`src/rtl/gpsm_pkg.sv`:
```
// ----------------------------------------------------------------------------
// gpsm_pkg
// Shared types and constants of the glob pattern stream matcher: special
// pattern bytes, configuration register indexes and the queue entry format.
// ----------------------------------------------------------------------------
`default_nettype none

package gpsm_pkg;

	// Configuration port geometry.
	localparam int CFG_DATA_W  = 64;
	localparam int CFG_INDEX_W = 3;
	localparam int LEN_W       = 6;
	localparam int BYTES_PER_REG = CFG_DATA_W / 8;

	// Configuration register indexes.
	localparam logic [CFG_INDEX_W-1:0] REG_BYTES_A = 3'd0;
	localparam logic [CFG_INDEX_W-1:0] REG_BYTES_B = 3'd1;
	localparam logic [CFG_INDEX_W-1:0] REG_BYTES_C = 3'd2;
	localparam logic [CFG_INDEX_W-1:0] REG_BYTES_D = 3'd3;
	localparam logic [CFG_INDEX_W-1:0] REG_LENGTH  = 3'd4;

	// Pattern bytes with a special meaning.
	localparam logic [7:0] CHAR_BAR   = 8'h7C;
	localparam logic [7:0] CHAR_QUERY = 8'h3F;
	localparam logic [7:0] CHAR_STAR  = 8'h2A;
	localparam logic [7:0] CHAR_SLASH = 8'h2F;

	// Queue between the front and the back.
	localparam int QUEUE_DEPTH = 2;
	localparam int QPTR_W      = 1;
	localparam int QCNT_W      = 2;

	// One classified request as it waits in the queue.
	typedef struct packed {
		logic [7:0] character;
		logic       end_of_string;
		logic       is_slash;
	} queue_entry_t;

	// Write side of the queue.
	typedef struct packed {
		logic         valid;
		queue_entry_t entry;
	} queue_wr_t;

	// Head of the queue as the back sees it.
	typedef struct packed {
		logic         valid;
		queue_entry_t entry;
	} queue_rd_t;

endpackage

`default_nettype wire

```
`src/rtl/gpsm_intf.sv`:
```
// ----------------------------------------------------------------------------
// gpsm_intf
// Valid/ready channels of the matcher: the byte stream and the match result.
// ----------------------------------------------------------------------------
`default_nettype none

interface gpsm_in_if;
	logic       valid;
	logic       ready;
	logic [7:0] character;
	logic       end_of_string;

	modport source (output valid, output character, output end_of_string, input ready);
	modport sink   (input valid, input character, input end_of_string, output ready);
endinterface

interface gpsm_out_if;
	logic valid;
	logic ready;
	logic matched;

	modport source (output valid, output matched, input ready);
	modport sink   (input valid, input matched, output ready);
endinterface

`default_nettype wire

```
`src/rtl/gpsm_front.sv`:
```
// ----------------------------------------------------------------------------
// gpsm_front
// Holds the pattern registers, accepts byte stream requests and classifies
// each one before it enters the queue.
// ----------------------------------------------------------------------------
`default_nettype none

module gpsm_front
	import gpsm_pkg::*;
#(
	parameter int PATTERN_MAX = 32
) (
	input  wire                        clk,
	input  wire                        arst_n,
	gpsm_in_if.sink                    byte_stream,
	input  wire                        cfg_we,
	input  wire  [CFG_INDEX_W-1:0]     cfg_index,
	input  wire  [CFG_DATA_W-1:0]      cfg_wdata,
	output queue_wr_t                  q_wr,
	input  wire                        q_ready,
	output logic [PATTERN_MAX-1:0][7:0] pattern,
	output logic [LEN_W-1:0]           used_len,
	output logic                       rearm
);

	logic [PATTERN_MAX-1:0][7:0] pattern_q;
	logic [LEN_W-1:0]            length_q;

	// Pattern bytes: each byte belongs to one of the four byte registers.
	always_ff @(posedge clk or negedge arst_n) begin
		if (!arst_n) begin
			pattern_q <= '0;
		end else if (cfg_we) begin
			for (int b = 0; b < PATTERN_MAX; b++) begin
				if (cfg_index == CFG_INDEX_W'(b / BYTES_PER_REG)) begin
					pattern_q[b] <= cfg_wdata[(b % BYTES_PER_REG) * 8 +: 8];
				end
			end
		end
	end

	// Pattern length register.
	always_ff @(posedge clk or negedge arst_n) begin
		if (!arst_n) begin
			length_q <= '0;
		end else if (cfg_we && cfg_index == REG_LENGTH) begin
			length_q <= cfg_wdata[LEN_W-1:0];
		end
	end

	// A length beyond the pattern store counts as the full store.
	assign used_len = (length_q > LEN_W'(PATTERN_MAX)) ? LEN_W'(PATTERN_MAX) : length_q;
	assign pattern  = pattern_q;

	// Any write to a defined register re-arms the matcher.
	assign rearm = cfg_we && (cfg_index <= REG_LENGTH);

	// Classify the request and hand it to the queue.
	assign q_wr.valid               = byte_stream.valid;
	assign q_wr.entry.character     = byte_stream.character;
	assign q_wr.entry.end_of_string = byte_stream.end_of_string;
	assign q_wr.entry.is_slash      = (byte_stream.character == CHAR_SLASH);
	assign byte_stream.ready        = q_ready;

endmodule

`default_nettype wire

```
`src/rtl/gpsm_queue.sv`:
```
// ----------------------------------------------------------------------------
// gpsm_queue
// Two-entry queue that decouples the front from the back: a stall on one
// side holds up the other only once the queue fills or drains.
// ----------------------------------------------------------------------------
`default_nettype none

module gpsm_queue
	import gpsm_pkg::*;
(
	input  wire        clk,
	input  wire        arst_n,
	input  queue_wr_t  q_wr,
	output logic       q_ready,
	output queue_rd_t  q_rd,
	input  wire        q_pop
);

	queue_entry_t              entry_q [QUEUE_DEPTH];
	logic [QPTR_W-1:0]         wr_ptr_q;
	logic [QPTR_W-1:0]         rd_ptr_q;
	logic [QCNT_W-1:0]         count_q;
	logic                      push;
	logic                      pop;

	assign q_ready = (count_q != QCNT_W'(QUEUE_DEPTH));
	assign push    = q_wr.valid && q_ready;
	assign pop     = q_pop && (count_q != '0);

	// Entry storage.
	always_ff @(posedge clk) begin
		if (push) begin
			entry_q[wr_ptr_q] <= q_wr.entry;
		end
	end

	// Pointers and fill count.
	always_ff @(posedge clk or negedge arst_n) begin
		if (!arst_n) begin
			wr_ptr_q <= '0;
			rd_ptr_q <= '0;
			count_q  <= '0;
		end else begin
			if (push) begin
				wr_ptr_q <= wr_ptr_q + 1'b1;
			end
			if (pop) begin
				rd_ptr_q <= rd_ptr_q + 1'b1;
			end
			case ({push, pop})
				2'b10:   count_q <= count_q + 1'b1;
				2'b01:   count_q <= count_q - 1'b1;
				default: count_q <= count_q;
			endcase
		end
	end

	// Head of the queue.
	assign q_rd.valid = (count_q != '0);
	assign q_rd.entry = entry_q[rd_ptr_q];

endmodule

`default_nettype wire

```
`src/rtl/gpsm_back.sv`:
```
// ----------------------------------------------------------------------------
// gpsm_back
// Applies queued requests to the set of active pattern positions and
// delivers the match result on each end of string through an output register.
// ----------------------------------------------------------------------------
`default_nettype none

module gpsm_back
	import gpsm_pkg::*;
#(
	parameter int PATTERN_MAX = 32
) (
	input  wire                         clk,
	input  wire                         arst_n,
	input  queue_rd_t                   q_rd,
	output logic                        q_pop,
	input  wire  [PATTERN_MAX-1:0][7:0] pattern,
	input  wire  [LEN_W-1:0]            used_len,
	input  wire                         rearm,
	gpsm_out_if.source                  match_result
);

	localparam int NPOS = PATTERN_MAX + 1;

	logic [NPOS-1:0]        active_q;
	logic                   fresh_q;
	logic                   out_valid_q;
	logic                   out_matched_q;

	logic [PATTERN_MAX-1:0] in_use;
	logic [PATTERN_MAX-1:0] is_star;
	logic [PATTERN_MAX-1:0] is_dbl;
	logic [PATTERN_MAX-1:0] is_bar;
	logic [PATTERN_MAX-1:0] is_lit_hit;
	logic [NPOS-1:0]        start_pos;
	logic [NPOS-1:0]        end_pos;
	logic [NPOS-1:0]        cur;
	logic [NPOS-1:0]        closed;
	logic [NPOS-1:0]        next_pos;
	logic                   hit;
	logic                   out_free;

	// Decode every pattern position against the used length and the byte.
	always_comb begin
		for (int i = 0; i < PATTERN_MAX; i++) begin
			in_use[i]     = (LEN_W'(i) < used_len);
			is_star[i]    = in_use[i] && (pattern[i] == CHAR_STAR);
			is_bar[i]     = in_use[i] && (pattern[i] == CHAR_BAR);
			is_lit_hit[i] = in_use[i] && !is_star[i] && !is_bar[i] &&
				((pattern[i] == CHAR_QUERY) || (pattern[i] == q_rd.entry.character));
		end
		for (int i = 0; i < PATTERN_MAX; i++) begin
			if (i + 1 < PATTERN_MAX) begin
				is_dbl[i] = is_star[i] && is_star[i+1];
			end else begin
				is_dbl[i] = 1'b0;
			end
		end
	end

	// Start positions and accepting positions of every alternative.
	always_comb begin
		start_pos    = '0;
		start_pos[0] = 1'b1;
		end_pos      = '0;
		for (int i = 0; i < PATTERN_MAX; i++) begin
			start_pos[i+1] = is_bar[i];
			end_pos[i]     = is_bar[i] || (LEN_W'(i) == used_len);
		end
		end_pos[PATTERN_MAX] = (LEN_W'(PATTERN_MAX) == used_len);
	end

	assign cur = fresh_q ? start_pos : active_q;

	// Let each live star also stand for an empty run; this ripples forward
	// through a run of stars much like a carry chain.
	always_comb begin
		closed    = '0;
		closed[0] = cur[0];
		for (int p = 1; p < NPOS; p++) begin
			closed[p] = cur[p] || (closed[p-1] && is_star[p-1] && !is_dbl[p-1]);
			if (p >= 2) begin
				closed[p] = closed[p] || (closed[p-2] && is_dbl[p-2]);
			end
		end
	end

	// Consume one byte: stars hold their place (a single star not on a slash), literals advance by one.
	always_comb begin
		next_pos = '0;
		for (int i = 0; i < PATTERN_MAX; i++) begin
			if (closed[i] && is_star[i] && (is_dbl[i] || !q_rd.entry.is_slash)) begin
				next_pos[i] = 1'b1;
			end
			if (closed[i] && is_lit_hit[i]) begin
				next_pos[i+1] = 1'b1;
			end
		end
	end

	assign hit = |(closed & end_pos);

	// An end of string needs room in the output register; a byte never waits.
	assign out_free = !out_valid_q || match_result.ready;
	assign q_pop    = q_rd.valid && (!q_rd.entry.end_of_string || out_free);

	// Active position set.
	always_ff @(posedge clk or negedge arst_n) begin
		if (!arst_n) begin
			fresh_q  <= 1'b1;
			active_q <= '0;
		end else if (rearm) begin
			fresh_q <= 1'b1;
		end else if (q_pop) begin
			if (q_rd.entry.end_of_string) begin
				fresh_q <= 1'b1;
			end else begin
				fresh_q  <= 1'b0;
				active_q <= next_pos;
			end
		end
	end

	// Output register for the match result.
	always_ff @(posedge clk or negedge arst_n) begin
		if (!arst_n) begin
			out_valid_q <= 1'b0;
		end else if (q_pop && q_rd.entry.end_of_string) begin
			out_valid_q <= 1'b1;
		end else if (match_result.ready) begin
			out_valid_q <= 1'b0;
		end
	end

	always_ff @(posedge clk) begin
		if (q_pop && q_rd.entry.end_of_string) begin
			out_matched_q <= hit;
		end
	end

	assign match_result.valid   = out_valid_q;
	assign match_result.matched = out_matched_q;

endmodule

`default_nettype wire

```
`src/rtl/glob_pattern_stream_matcher.sv`:
```
// ----------------------------------------------------------------------------
// glob_pattern_stream_matcher
// Anchored glob matcher over a byte stream, with '|' alternatives, '?', '*'
// and '**', tracked as a bit-parallel set of live pattern positions.
// ----------------------------------------------------------------------------
//  Channel       Dir  Handshake          Payload
//  byte_stream   in   valid/ready        character[7:0], end_of_string
//  match_result  out  valid/ready        matched (one per end of string)
//  cfg           in   cfg_we, no stall   cfg_index[2:0], cfg_wdata[63:0]
//
// One request is taken per cycle while the queue has room. A request waits in
// the queue and is applied to the active positions when it is popped; the
// result of an end of string is then held in the output register. The position
// update is combinational, including the forward ripple through runs of stars, and sets this rate.
// Reset clears the pattern to zero length; no clearing pass is needed.
// A stalled result stalls only end of string requests; bytes keep flowing
// until the two-entry queue fills.
// ----------------------------------------------------------------------------
`default_nettype none

module glob_pattern_stream_matcher
	import gpsm_pkg::*;
#(
	parameter int PATTERN_MAX = 32
) (
	input  wire                    clk,
	input  wire                    arst_n,
	gpsm_in_if.sink                byte_stream,
	gpsm_out_if.source             match_result,
	input  wire                    cfg_we,
	input  wire [CFG_INDEX_W-1:0]  cfg_index,
	input  wire [CFG_DATA_W-1:0]   cfg_wdata
);

	queue_wr_t                   q_wr;
	queue_rd_t                   q_rd;
	logic                        q_ready;
	logic                        q_pop;
	logic [PATTERN_MAX-1:0][7:0] pattern;
	logic [LEN_W-1:0]            used_len;
	logic                        rearm;

	// Front: pattern registers and request classification.
	gpsm_front #(
		.PATTERN_MAX(PATTERN_MAX)
	) u_front (
		.clk        (clk),
		.arst_n     (arst_n),
		.byte_stream(byte_stream),
		.cfg_we     (cfg_we),
		.cfg_index  (cfg_index),
		.cfg_wdata  (cfg_wdata),
		.q_wr       (q_wr),
		.q_ready    (q_ready),
		.pattern    (pattern),
		.used_len   (used_len),
		.rearm      (rearm)
	);

	// Queue between the two halves.
	gpsm_queue u_queue (
		.clk    (clk),
		.arst_n (arst_n),
		.q_wr   (q_wr),
		.q_ready(q_ready),
		.q_rd   (q_rd),
		.q_pop  (q_pop)
	);

	// Back: position update and result delivery.
	gpsm_back #(
		.PATTERN_MAX(PATTERN_MAX)
	) u_back (
		.clk         (clk),
		.arst_n      (arst_n),
		.q_rd        (q_rd),
		.q_pop       (q_pop),
		.pattern     (pattern),
		.used_len    (used_len),
		.rearm       (rearm),
		.match_result(match_result)
	);

endmodule

`default_nettype wire
```
`src/flat_wrapper.sv`:
```
// flat-port wrapper written by rule: the top's interface ports become plain ports
module glob_pattern_stream_matcher_flat import gpsm_pkg::*;
#(
	parameter int PATTERN_MAX = 32
)
  (clk, arst_n, cfg_we, cfg_index, cfg_wdata, byte_stream_valid, byte_stream_character, byte_stream_end_of_string, byte_stream_ready, match_result_valid, match_result_matched, match_result_ready);
  gpsm_in_if byte_stream_i ();
  gpsm_out_if match_result_i ();
  input  wire clk;
  input  wire arst_n;
  input  wire cfg_we;
  input  wire [CFG_INDEX_W-1:0] cfg_index;
  input  wire [CFG_DATA_W-1:0] cfg_wdata;
  input wire logic [$bits(byte_stream_i.valid)-1:0] byte_stream_valid;
  input wire logic [$bits(byte_stream_i.character)-1:0] byte_stream_character;
  input wire logic [$bits(byte_stream_i.end_of_string)-1:0] byte_stream_end_of_string;
  output wire logic [$bits(byte_stream_i.ready)-1:0] byte_stream_ready;
  output wire logic [$bits(match_result_i.valid)-1:0] match_result_valid;
  output wire logic [$bits(match_result_i.matched)-1:0] match_result_matched;
  input wire logic [$bits(match_result_i.ready)-1:0] match_result_ready;
  assign byte_stream_i.valid = byte_stream_valid;
  assign byte_stream_i.character = byte_stream_character;
  assign byte_stream_i.end_of_string = byte_stream_end_of_string;
  assign byte_stream_ready = byte_stream_i.ready;
  assign match_result_valid = match_result_i.valid;
  assign match_result_matched = match_result_i.matched;
  assign match_result_i.ready = match_result_ready;
  glob_pattern_stream_matcher #(.PATTERN_MAX(PATTERN_MAX)) u_core (.clk(clk), .arst_n(arst_n), .byte_stream(byte_stream_i), .match_result(match_result_i), .cfg_we(cfg_we), .cfg_index(cfg_index), .cfg_wdata(cfg_wdata));
endmodule
```
`config.mk`:
```
export PLATFORM = sky130hd
export DESIGN_NAME = glob_pattern_stream_matcher_flat
export DESIGN_NICKNAME = d
export VERILOG_FILES = /design/src/rtl/gpsm_pkg.sv /design/src/rtl/gpsm_intf.sv /design/src/rtl/gpsm_front.sv /design/src/rtl/gpsm_queue.sv /design/src/rtl/gpsm_back.sv /design/src/rtl/glob_pattern_stream_matcher.sv /design/src/flat_wrapper.sv
export SDC_FILE = /design/constraint.sdc
export NUM_CORES = 1
export LEC_CHECK = 0
export ABC_AREA = 1
export BUFFER_PORTS_ARGS = -buffer_cell sky130_fd_sc_hd__buf_2
export CAP_MARGIN = 5
export CORE_MARGIN = 4
export CORE_UTILIZATION = 57
export CTS_CLUSTER_DIAMETER = 30
export DETAILED_ROUTE_END_ITERATION = 8
export GPL_TIMING_DRIVEN = 1
export PLACE_DENSITY = 0.77
export SYNTH_ARGS = -nofsm -noshare
export SYNTH_HDL_FRONTEND = slang
export SYNTH_HIERARCHICAL = 1
export SYNTH_SLANG_ARGS = --single-unit
```
`constraint.sdc`:
```
create_clock -name clk -period 4.8 [get_ports clk]
set_clock_uncertainty 0.05 [all_clocks]
set_input_delay 0.24 -clock clk [delete_from_list [all_inputs] [get_ports clk]]
set_output_delay 0.24 -clock clk [all_outputs]
set_load 0.005 [all_outputs]
```
==> impl_metrics.ini, run 1 <==
[sta]
fmax_mhz = 195
post-route-min-period_ns = 5.13
worst_pin_slew_ns = 1.25
fin_crit_sh = 1.07
finalHoldWorstSlack_ns = 0.152
fin_ws_ns = -0.328
drv_slew = 0
finalHoldViolations = 0
relSlewSlack = 0.165
rsz0062_at_grt = true
finalSetupViolations = 7

[clock_network]
cts.path.max_buffers = 3
cts-root-buf = clkbuf_16
clock_latency_ns = 0.60
cts.sinks = 322
htreeDepth = 3
cts_tree = done
cts_made_buffers = 76
path_clk_slew_ns = 0.05

[synthesis]
synth.cell_area_um2 = 20800
synth_nets = 2929
yosysWarnings = 6
synth.area.top_cells = dfrtp_1 36%, nand2_1 14%, xnor2_1 7.0%
synth_seq_area_share = 0.393
synth_edf_count = 21
synthArstFlopShare = 0.935
ys.flop_type = dfrtp_1
synth_area_per_cell_um2 = 7.30
yosysUniqueCellTypes = 60
synth_top_area_share = 0.361
syn_inst = 2847
yosysTopAreaCell = dfrtp_1
ys_ff_latch = 322

[cells_and_area]
layout_common_cells = 736 x nand2_1, 301 x inv_1, 299 x dfrtp_1
nets = 3218
fin_cells = 3658
layout_commonest_cell = nand2_1
drive_above_1_share = 0.189
area_growth_pct = 27.0
antenna-diode-count = 0

[worst_setup_path]
cp-end-kind = flip-flop
slowest_delay_ns = 0.39
crit_fanout = 4
cpMostUsedCell = nand2_2
r2r_cells = 50
critPathLaunchType = flip-flop
worstPathArrival_ns = 5.53
critPathRequiredTime_ns = 5.20
critical_path_class = flip-flop to flip-flop
critPathSlowestCell = dfrtp_1

[global_routing]
antenna_found_initial = 1
grt_pass1_wl_mm = 120
first_global_vias = 21800
grt_usage = 0.387
grt_max_degree = 119
overflow = 0

[floorplanning]
rows = 69
start_util = 0.581
die_w_um = 199
die_h_um = 199
core-area_um2 = 35700
die_area_um2 = 39600
ioPinCount = 84

[routing]
final_antenna_net_count = 0
drtPass1Iterations = 6
avgViaCountPerCell = 6.05
num_vias = 22100
routed_wl_mm = 77.7
drt_iter0_markers = 2133
drc = 0
drt-wirelength-per-cell_um = 21.2

[placed_design]
place_ws_ns = -0.310
hpwl_mm = 52.9
dp_cells = 3419
io_buffers = 83
gp_congestion = 1.06

[outcome]
failed_checks = setup timing
outcome = finished with violations

[pwr]
ir_drop_mv = 0.399
p_total_mw = 15.1
power_density_nw_per_um2 = 573
leakage_nw = 12.5

[hold_path]
worstHoldPathCells = 6
hold_path.class = primary input to flip-flop

[flow_run]
maxCapViolCount = 0
## power by group
group / total [mW] / leakage (nW) / switching (mW) / internal (mW)
combinational: 5.92 / 7.28 / 3.62 / 2.30
clock: 5.17 / 1.25 / 1.67 / 3.50
sequential: 4.03 / 3.97 / 0.665 / 3.37
## final cells by class
class                   count  area [um^2]
clock inverters            42          462
well taps                 461          577
inverters                 322         1230
multi-input cells        2059        11100
clock buffers              97         2120
repair buffers            355         2700
fillers                  2721         9370
flip-flops and latches    322         8170
## final timing paths
path | startpoint | end | slack, ns
setup reg to reg | u_core/u_front/length_q[1] | u_core/u_back/match_result.matched | -0.33
max in group asynchronous | arst_n | u_core/u_front/pattern[141] | 3.27
setup / recovery | u_core/u_front/length_q[1] | u_core/u_back/match_result.matched | -0.33
hold / removal | cfg_index[0] | u_core/u_back/fresh_q | 0.15
hold reg to reg | u_core/u_back/active_q[14] | u_core/u_back/active_q[14] | 0.44
min in group asynchronous | arst_n | u_core/u_front/pattern[46] | 0.32
## timing repair
action                     4_1_cts  5_1_grt
hold endpoints to repair       388        0
setup endpoints to repair        7       11
gates resized for setup         37       63
pin swaps                       27       53
hold buffers                    76        0
setup buffers                   15       11
## cell usage after synthesis, drive strengths merged (5+ instances only)
library cell,n
a21oi,44
a22oi,9
a2bb2oi,10
a31oi,10
a41oi,6
buf,81
clkbuf,63
dfrtp,300
edfxtp,21
inv,319
nand2,796
nand3,190
nand4,175
nor2,225
nor3,49
nor4,40
o2111ai,8
o211ai,15
o21ai,207
o21bai,5
o22ai,7
o41ai,8
or2,28
xnor2,165
xor2,26
## per-stage QoR
stage,TNS [ns],area [um^2],utilization
final,-1.70,26400,0.738
after global routing,-4.07,26400,0.738
after CTS,-0.407,26000,0.729
after detailed placement,-1.45,22400,0.628
after global placement,-0.416,22400,0.628
after floorplan,0,20800,-
## logic make-up after synthesis
family	Yosys count	share of synthesized area
adders and majority gates	1	0.000602
xor gates and xnor gates	191	0.0805
buffers and inverters	466	0.0934
and+or+nand+nor	1515	0.333
DFF	322	0.393
AOI/OAI and AO/OA	352	0.0994
## sequential cells by signal, summed over array words and instances (netlist names)
name and count:
u_core/u_back/match_result.matched 1, u_core/u_front/length_q 6, u_core/u_queue/rd_ptr_q 1, u_core/u_back/active_q 33, u_core/u_queue/entry_q 20, u_core/u_queue/count_q 2, u_core/u_queue/wr_ptr_q 1, u_core/u_back/match_result.valid 1
u_core/u_front/pattern 256, u_core/u_back/fresh_q 1
## metal layers
| layer | up-vias | part of all wire | track usage | wire length, um |
|---|---|---|---|---|
| met2 | 1330 | 0.46 | 0.612 | 35400 |
| met4 | 2 | 0.057 | 0.211 | 4450 |
| li1 | 9974 | - | - | - |
| met3 | 321 | 0.10 | 0.0789 | 8030 |
| met5 | - | 0.00017 | 0 | 13 |
| met1 | 10500 | 0.38 | 0.502 | 29800 |
## critical path, delay by kind of cell, from the launching register on
family / cells / cell delay [ns]
simple gates: 41 / 3.68
compound gates: 4 / 0.49
flops: 1 / 0.39
buf+inv: 5 / 0.38
Note: power is estimated with default switching activity, not from simulation.
==> run 2: changes to the inputs <==
--- a/config.mk
+++ b/config.mk
@@ -9,11 +9,12 @@
 export BUFFER_PORTS_ARGS = -buffer_cell sky130_fd_sc_hd__buf_2
 export CAP_MARGIN = 5
 export CORE_MARGIN = 4
-export CORE_UTILIZATION = 57
+export CORE_UTILIZATION = 50
+export CTS_BUF_LIST = sky130_fd_sc_hd__clkbuf_4 sky130_fd_sc_hd__clkbuf_8
 export CTS_CLUSTER_DIAMETER = 30
 export DETAILED_ROUTE_END_ITERATION = 8
 export GPL_TIMING_DRIVEN = 1
-export PLACE_DENSITY = 0.77
+export PLACE_DENSITY = 0.69
 export SYNTH_ARGS = -nofsm -noshare
 export SYNTH_HDL_FRONTEND = slang
 export SYNTH_HIERARCHICAL = 1
==> constraint.sdc (replaced) <==
create_clock -name clk -period 4.8 [get_ports clk]
set_clock_uncertainty 0.05 [all_clocks]
set_input_delay 0.72 -clock clk [delete_from_list [all_inputs] [get_ports clk]]
set_output_delay 0.72 -clock clk [all_outputs]
set_load 0.005 [all_outputs]
==> impl_metrics.ini, run 2 (synthesis gave the netlist of run 1 again) <==
[floorplanning]
start_util = 0.508
die_w_um = 212
ioPinCount = 84
rows = 74
core-area_um2 = 40900
die_h_um = 212
die_area_um2 = 44900

[placed_design]
gp_congestion = 1.12
hpwl_mm = 51.9
postPlaceCellArea_um2 = 22300
io_buffers = 83

[sta]
post-route-min-period_ns = 5.05
fmax_mhz = 198
fin_crit_sh = 1.05
rsz0062_at_grt = true
finalHoldViolations = 0
finalSetupViolations = 6
relSlewSlack = 0.188
finalHoldWorstSlack_ns = 0.112
worst_pin_slew_ns = 1.22
fin_ws_ns = -0.254
drv_slew = 0

[worst_setup_path]
worstPathArrival_ns = 5.43
crit_fanout = 4
critPathSlowestCell = dfrtp_1
cp-end-kind = flip-flop
critical_path_class = flip-flop to flip-flop
critPathLaunchType = flip-flop
critPathRequiredTime_ns = 5.17
slowest_delay_ns = 0.39
cpMostUsedCell = nand2_2

[clock_network]
cts_tree = done
cts.path.max_buffers = 3
cts-root-buf = clkbuf_8
cts_made_buffers = 82
htreeDepth = 3
clock_latency_ns = 0.68
path_clk_slew_ns = 0.06
hold_buffers = 0
cts.sinks = 322

[routing]
avgViaCountPerCell = 5.83
final_antenna_net_count = 0
drtPass1Iterations = 5
drc = 0
drt-wirelength-per-cell_um = 20.1
routed_wl_mm = 73.2
num_vias = 21200
drt_iter0_markers = 2286

[cells_and_area]
regArea_um2 = 8170
largest_register_ffs = 256
multiInputGateArea_um2 = 11200
drive_above_1_share = 0.197
num-fill-cells = 3720
nets = 3125
layout_common_cells = 733 x nand2_1, 299 x inv_1, 299 x dfrtp_1
antenna-diode-count = 0
fin_area_um2 = 25000
area_growth_pct = 20.1
layout_commonest_cell = nand2_1

[flow_run]
maxCapViolCount = 0

[pwr]
leakage_nw = 11.8
power_density_nw_per_um2 = 552
ir_drop_mv = 0.366

[global_routing]
first_global_vias = 20600
overflow = 0
grt_pass1_wl_mm = 113
grt_max_degree = 129
antenna_found_initial = 0
grt_usage = 0.319

[outcome]
outcome = finished with violations
failed_checks = setup timing

[hold_path]
hold_path.class = primary input to asynchronous set/reset pin
-- run 2: changes by cell type in the layout (fill, tap and decap cells not counted), moves of 3 or more --
cell           before  now
nand2_1           736  733
clkbuf_4            0    8
buf_4             189  167
nand2_4            12   18
bufinv_16           7   14
inv_6               7    4
nand2_2            48   45
clkbuf_8           10   88
clkbuf_1            9    0
dlygate4sd3_1      76    0
clkbuf_16          78    0
a21oi_2             6    9
clkinv_2           14   20
o21ai_1            62   59
-- run 2: per-stage QoR --
| step | TNS (ns) | setup WS (ns) | utilization | power, mW | instances |
|---|---|---|---|---|---|
| floorplan | 0 | 0.0795 | - | 7.48 | 2847 |
| global placement | -0.286 | -0.155 | 0.546 | 9.16 | 3465 |
| detailed placement | -1.20 | -0.300 | 0.546 | 9.30 | 3465 |
| CTS | -0.338 | -0.143 | 0.598 | 13.5 | 3623 |
| global route | -3.70 | -0.608 | 0.610 | 14.5 | 3640 |
| finish | -0.968 | -0.254 | 0.610 | 13.8 | 3640 |
-- run 2: what timing repair did --
action                     CTS  global route
setup endpoints to repair    6            12
pin swaps                   25            61
buffers inserted             9            17
gates resized for setup     33            86
-- run 2: metal layers --
layer	GRT usage	share of wire
met4	0.148	0.045
met2	0.497	0.45
met5	0	0
met1	0.433	0.41
met3	0.0611	0.092
-- run 2: area by class of cell --
type,count,share of cell area
clock buffers,96,0.0509
clock inverters,53,0.0269
inverters,322,0.0494
multi-input cells,2059,0.448
flip-flops and latches,322,0.327
well taps,532,0.0267
repair buffers,256,0.0708
-- run 2: final timing paths --
| check | end | cells after the start | from | slack, ns |
|---|---|---|---|---|
| max in group asynchronous | u_core/u_front/pattern[129] | 2 | arst_n | 3.47 |
| min in group clk | u_core/u_queue/entry_q[1][1] | 1 | byte_stream_end_of_string | 0.20 |
| max reg2reg | u_core/u_back/match_result.matched | 51 | u_core/u_front/length_q[3] | -0.25 |
| min reg2reg | u_core/u_back/active_q[10] | 2 | u_core/u_back/active_q[10] | 0.43 |
| min | u_core/u_front/pattern[44] | 1 | arst_n | 0.11 |
| max | u_core/u_back/match_result.matched | 51 | u_core/u_front/length_q[3] | -0.25 |
-- run 2: critical path, delay by kind of cell (launching register included) --
family / cells / cell delay [ns]
flops: 1 / 0.39
buf+inv: 7 / 0.59
compound gates: 5 / 0.59
simple gates: 39 / 3.20
-- run 2: power by group --
group          switching (mW)  internal [mW]  leakage, nW
combinational            3.48           2.22         6.89
clock                    1.50           2.55        0.979
sequential              0.659           3.36         3.97
total                    5.64           8.13         11.8
